==> config.mk <==
export PLATFORM = sky130hd
export DESIGN_NAME = bmhq_ctrl
export DESIGN_NICKNAME = d
export VERILOG_FILES = /design/src/sv/bmhq_pkg.sv /design/src/sv/bmhq_ctrl.sv
export SDC_FILE = /design/constraint.sdc
export NUM_CORES = 1
export LEC_CHECK = 0
export BUFFER_PORTS_ARGS = -buffer_cell sky130_fd_sc_hd__buf_2
export CELL_PAD_IN_SITES_DETAIL_PLACEMENT = 1
export CELL_PAD_IN_SITES_GLOBAL_PLACEMENT = 1
export CORE_AREA = 2 2 43 45
export CTS_BUF_LIST = sky130_fd_sc_hd__clkbuf_2
export CTS_CLUSTER_SIZE = 25
export DETAILED_ROUTE_END_ITERATION = 10
export DIE_AREA = 0 0 45 47
export PLACE_DENSITY_LB_ADDON = 0.1
export SLEW_MARGIN = 10
export SYNTH_ARGS = -nofsm -noshare
export SYNTH_HDL_FRONTEND = slang
export SYNTH_SLANG_ARGS = --single-unit
==> constraint.sdc <==
create_clock -name clk -period 1.5 [get_ports clk]
set_input_delay 0.075 -clock clk [delete_from_list [all_inputs] [get_ports clk]]
set_output_delay 0.075 -clock clk [all_outputs]
set_load 0.005 [all_outputs]
==> src/sv/bmhq_pkg.sv <==
`timescale 1ns / 1ps
package bmhq_pkg;

  localparam int HEAP_DEPTH = 1024;
  localparam int AW = $clog2(HEAP_DEPTH);
  localparam int CW = $clog2(HEAP_DEPTH + 1);
  localparam int KEY_W = 31;
  localparam int TAG_W = 16;
  localparam int ENT_W = KEY_W + TAG_W;

  localparam logic REQ_INSERT = 1'b0;
  localparam logic REQ_EXTRACT = 1'b1;

  localparam logic [1:0] ST_DONE = 2'd0;
  localparam logic [1:0] ST_EMPTY = 2'd1;
  localparam logic [1:0] ST_FULL = 2'd2;

  typedef struct packed {
    logic req_type;
    logic [KEY_W-1:0] key;
    logic [TAG_W-1:0] tag;
  } req_t;

  typedef struct packed {
    logic [KEY_W-1:0] out_key;
    logic [TAG_W-1:0] out_tag;
    logic [1:0] status;
    logic now_empty;
    logic [10:0] entry_count;
  } rsp_t;

  typedef struct packed {
    logic [KEY_W-1:0] key;
    logic [TAG_W-1:0] tag;
  } ent_t;

  // Datapath commands issued by the controller.
  typedef enum logic [3:0] {
    C_NOP,
    C_LOAD,     // capture request, set pos
    C_INS,      // write new entry at pos=count, count++
    C_RD_PAR,   // read parent of pos
    C_UP_CMP,   // compare with parent, swap if less
    C_EX_ROOT,  // read root
    C_EX_LAST,  // read last, save root as result
    C_EX_PUT,   // write last at root, count--, pos=0
    C_RD_L,     // read left child
    C_RD_R,     // read right child, latch left
    C_DN_CMP,   // choose and swap
    C_WB2,      // second write of a swap
    C_RESULT    // load output register
  } cmd_t;

  typedef struct packed {
    logic full;
    logic empty;
    logic is_extract;
    logic at_root;
    logic has_left;
    logic has_right;
    logic swap;
  } stat_t;

endpackage

==> src/sv/bmhq_ctrl.sv <==
`timescale 1ns / 1ps
module bmhq_ctrl
  import bmhq_pkg::*;
(
  input  logic clk,
  input  logic rst,
  input  logic in_valid,
  output logic in_stall,
  output logic out_valid,
  input  logic out_stall,
  input  stat_t stat,
  output cmd_t cmd
);

  typedef enum logic [3:0] {
    S_IDLE, S_DEC, S_INS, S_UP_RD, S_UP_CMP, S_UP_WB,
    S_EX_ROOT, S_EX_LAST, S_EX_PUT, S_DN_L, S_DN_R, S_DN_CMP, S_DN_WB,
    S_RES
  } state_t;

  state_t state;
  state_t state_next;

  logic take;
  assign in_stall = (state != S_IDLE) || (out_valid && out_stall);
  assign take = in_valid && !in_stall;

  // Command decode and next state.
  always_comb begin
    cmd = C_NOP;
    state_next = state;
    unique case (state)
      S_IDLE: if (take) begin
        cmd = C_LOAD;
        state_next = S_DEC;
      end
      S_DEC: begin
        if (stat.is_extract) begin
          state_next = stat.empty ? S_RES : S_EX_ROOT;
        end else begin
          state_next = stat.full ? S_RES : S_INS;
        end
      end
      S_INS: begin
        cmd = C_INS;
        state_next = S_UP_RD;
      end
      S_UP_RD: begin
        if (stat.at_root) begin
          state_next = S_RES;
        end else begin
          cmd = C_RD_PAR;
          state_next = S_UP_CMP;
        end
      end
      S_UP_CMP: begin
        cmd = C_UP_CMP;
        state_next = S_UP_WB;
      end
      S_UP_WB: begin
        if (stat.swap) begin
          cmd = C_WB2;
          state_next = S_UP_RD;
        end else begin
          state_next = S_RES;
        end
      end
      S_EX_ROOT: begin
        cmd = C_EX_ROOT;
        state_next = S_EX_LAST;
      end
      S_EX_LAST: begin
        cmd = C_EX_LAST;
        state_next = S_EX_PUT;
      end
      S_EX_PUT: begin
        cmd = C_EX_PUT;
        state_next = S_DN_L;
      end
      S_DN_L: begin
        if (stat.has_left) begin
          cmd = C_RD_L;
          state_next = S_DN_R;
        end else begin
          state_next = S_RES;
        end
      end
      S_DN_R: begin
        cmd = C_RD_R;
        state_next = S_DN_CMP;
      end
      S_DN_CMP: begin
        cmd = C_DN_CMP;
        state_next = S_DN_WB;
      end
      S_DN_WB: begin
        if (stat.swap) begin
          cmd = C_WB2;
          state_next = S_DN_L;
        end else begin
          state_next = S_RES;
        end
      end
      S_RES: begin
        cmd = C_RESULT;
        state_next = S_IDLE;
      end
      default: state_next = S_IDLE;
    endcase
  end

  // State and output beat flag.
  always_ff @(posedge clk) begin
    if (rst) begin
      state <= S_IDLE;
      out_valid <= 1'b0;
    end else begin
      state <= state_next;
      if (cmd == C_RESULT) begin
        out_valid <= 1'b1;
      end else if (!out_stall) begin
        out_valid <= 1'b0;
      end
    end
  end

endmodule

==> summary.md <==
| Metric | Value |
|---|---|
| Multi-input gate area | `415 sq um` |
| Slew headroom | `0.852` |
| GPL Wtd Cong | `~0.78` |
| Initial core utilization | `0.345` |
| Final worst path period need | `between 1000 and 1500 ps` |
| Clk slew on worst S/H paths | `around 60 ps` |
| Synth Cell Area | `~570 sq um` |
| Synth Area in XOR/XNOR | `0.0154` |
| Drt drc | `0` |
| Post-synth ARST share | `0` |
| Iteration count of the initial detailed-routing pass | `4` |
| Syn Inst Count | `78` |
| Status | `finished, final reports clean` |
| FF-to-FF End | `state[2]` |
| DPL Wire Length | `~1.3 mm` |
| Largest net degree at the start of global routing | `16` |
| Worst-Margin Slew | `218 ps` |
| Fin nets | `approximately 110` |
| Synth Area in Compound Gates | `0.402` |
| Clk_skew | `~6.4 ps` |
| Port Buffers | `15` |
| Crit Path Max Fanout | `2` |
| Peak supply drop | `approximately 480 uV` |
| CTS Hold Bufs | `0` |
| Synthesized Nets | `89` |
| Row count | `15` |
| Top post-synthesis cells by area | `dfxtp_1, buf_4, a21oi_1, a31oi_1, nand2b_1` |
| Flip-flop and latch area | `about 110 sq um` |
| Hold WC Path Type | `input port to flop` |
| Largest family of logic cells by synthesized area | `compound AO/OA/AOI/OAI gates` |
| Slew Viols, Final | `0` |
| Fmax | `roughly 680 MHz` |
| Fillers | `between 200 and 250` |
| Tcrit/Tclk final | `0.979` |
| DRT iter0 DRCs | `10` |
| Total Power | `roughly 1000 uW` |
| GRT Residual Overflow | `0` |
| Synth Area in Adders | `0` |
| Cell taking the most area after synthesis | `dfxtp_1` |
| PwrDens | `1350 nW/um^2` |
| Sequential cell area fraction in the yosys report | `0.176` |
| CP Launch Type | `flop` |
| Hold endpoint | `out_valid` |
| Min-delay src | `rst` |
| Type of destination of the critical path | `primary output` |
| Post-DRT Antenna Nets | `0` |
| Vias in the first global route | `roughly 630` |
| TritonCTS clock tree | `yes` |
| Post-synth cell types | `39` |
| R2r worst-path depth | `4` |
| Reg2reg start | `state[1]` |
| Total global-route track usage | `0.182` |
| Leak | `~0.00034 uW` |
| Worst setup path class | `flop to primary output` |
| Max cap viols | `0` |
| Syn_area_per_cell | `around 7.3 sq um` |
| Mux contribution to synthesized area | `0.0198` |
| WHS Path Cells | `2` |
| H-tree levels | `1` |
| Synth Area in Simple Gates | `0.268` |
| Worst-Skew Late Latency | `approximately 220 ps` |
| Die H | `roughly 47 um` |
| Commonest cells in the netlist | `a21oi_1, dfxtp_1, nand2_1, nor2_1` |
| CP arrival | `between 1000 and 1500 ps` |
| Via density | `roughly 5.7` |
| Initial antenna violation count | `0` |
| EDFF count, synth | `0` |
| Clk sink count | `5` |
| DIE WIDTH | `~45 um` |
| First-pass GRT wire length | `2.78 mm` |
| Drt wl/cell | `around 15 um` |
| Num CTS Buffers | `3` |
| Share of the synthesized area in the top cell type | `0.176` |
| Vias post-DR | `around 680` |
| Ports | `17` |
| RSZ-0062 raised after global routing | `yes` |
| Placed instance area | `slightly below 700 sq um` |
| Synth warnings | `0` |
| Final setup viols | `0` |
| Total core area | `1650 sq um` |
| Final Hold Fails | `0` |
| Die area | `roughly 2100 sq um` |
| Clock buffer depth | `2` |
| CP required | `approximately 1400 ps` |
| Area delta synth->final | `32.7%` |
| Hold Slack | `roughly 46 ps` |
| FF+latch count, synth | `5` |
| Total routed wirelength | `between 1.5 and 2 mm` |
| CTS Root Cell | `clkbuf_2` |
| ANT cells | `0` |
| Layout cells sized above 1 | `0.412` |
| Final instance area | `756 sq um` |
| Most used flip-flop cell after synthesis | `dfxtp_1` |
| Reg2reg setup slack | `approximately 170 ps` |
-- per-layer routing --
metal  routed length [um]  up-vias  track usage
met5                    0        -            0
met4                   14        0       0.0765
met3                   76        2       0.0192
met2                  791       17        0.297
met1                  850      316        0.245
li1                     -      344            -
-- cell families (layout without fill, tap and decap cells) --
kind of cell	after synthesis	count (layout)
buffers and inverters	11	35
xor gates and xnor gates	1	1
DFF	5	5
AOI/OAI and AO/OA	32	32
muxes	1	1
and+or+nand+nor	28	28
-- power by group --
group	leakage, uW	internal [uW]	switching, uW	total [uW]
clock	0.0000166	70.6	56.8	127
sequential	0.0000436	173	68.1	241
combinational	0.000281	334	317	651
total	0.000341	578	442	1020
-- worst max-delay path, stage by stage, from the launching register on --
cell	delay, ps
dfxtp_2	320
a21bo_2	200
o31a_1	240
o311ai_1	260
buf_2	160
-- state kept, by name (all words and copies together), names as in the netlist --
signal,count
state,4
out_valid,1
-- area by class of cell --
| type | instances | share of cell area |
|---|---|---|
| well taps | 17 | 0.0281 |
| inverters | 3 | 0.0149 |
| multi-input cells | 62 | 0.550 |
| repair buffers | 28 | 0.233 |
| clock buffers | 4 | 0.0265 |
| flip-flops and latches | 5 | 0.147 |
-- per-stage QoR --
stage	std cells	TNS, ps	setup WS, ps	util
after detailed placement	112	0	121	0.414
after CTS	116	0	8.24	0.430
after global routing	119	-32.4	-32.4	0.458
after floorplan	78	0	325	-
final	119	0	31.9	0.458
after global placement	112	0	151	0.414
-- worst max path at each step --
stage / to / depth (start not counted) / start
final: cmd[0] / 4 / out_valid
after global routing: cmd[0] / 4 / out_valid
after CTS: cmd[0] / 4 / out_valid
after detailed placement: cmd[0] / 4 / state[1]
after global placement: cmd[0] / 4 / state[1]
after floorplan: cmd[0] / 3 / out_valid
-- layout by cell type (no fill, tap or decap), types with 2 or more instances in the layout --
cell type and count:
nand3_1 3, buf_4 12, nand2b_1 3, dfxtp_4 2, o21ai_0 3, o21bai_1 2, clkbuf_2 4, inv_1 2
a31oi_1 4, o2111ai_1 2, a22oi_1 2, nor2b_1 4, dfxtp_2 3, buf_2 15, nor2_1 5, nand2_1 5
a21oi_1 5
-- what timing repair did --
item | 4_1_cts | 5_1_grt
pin swaps | 0 | 3
resized for setup | 5 | 10
setup buffers | 0 | 3
endpoints found under the setup margin | 4 | 4
No activity file was read; power rests on OpenSTA's default activity.
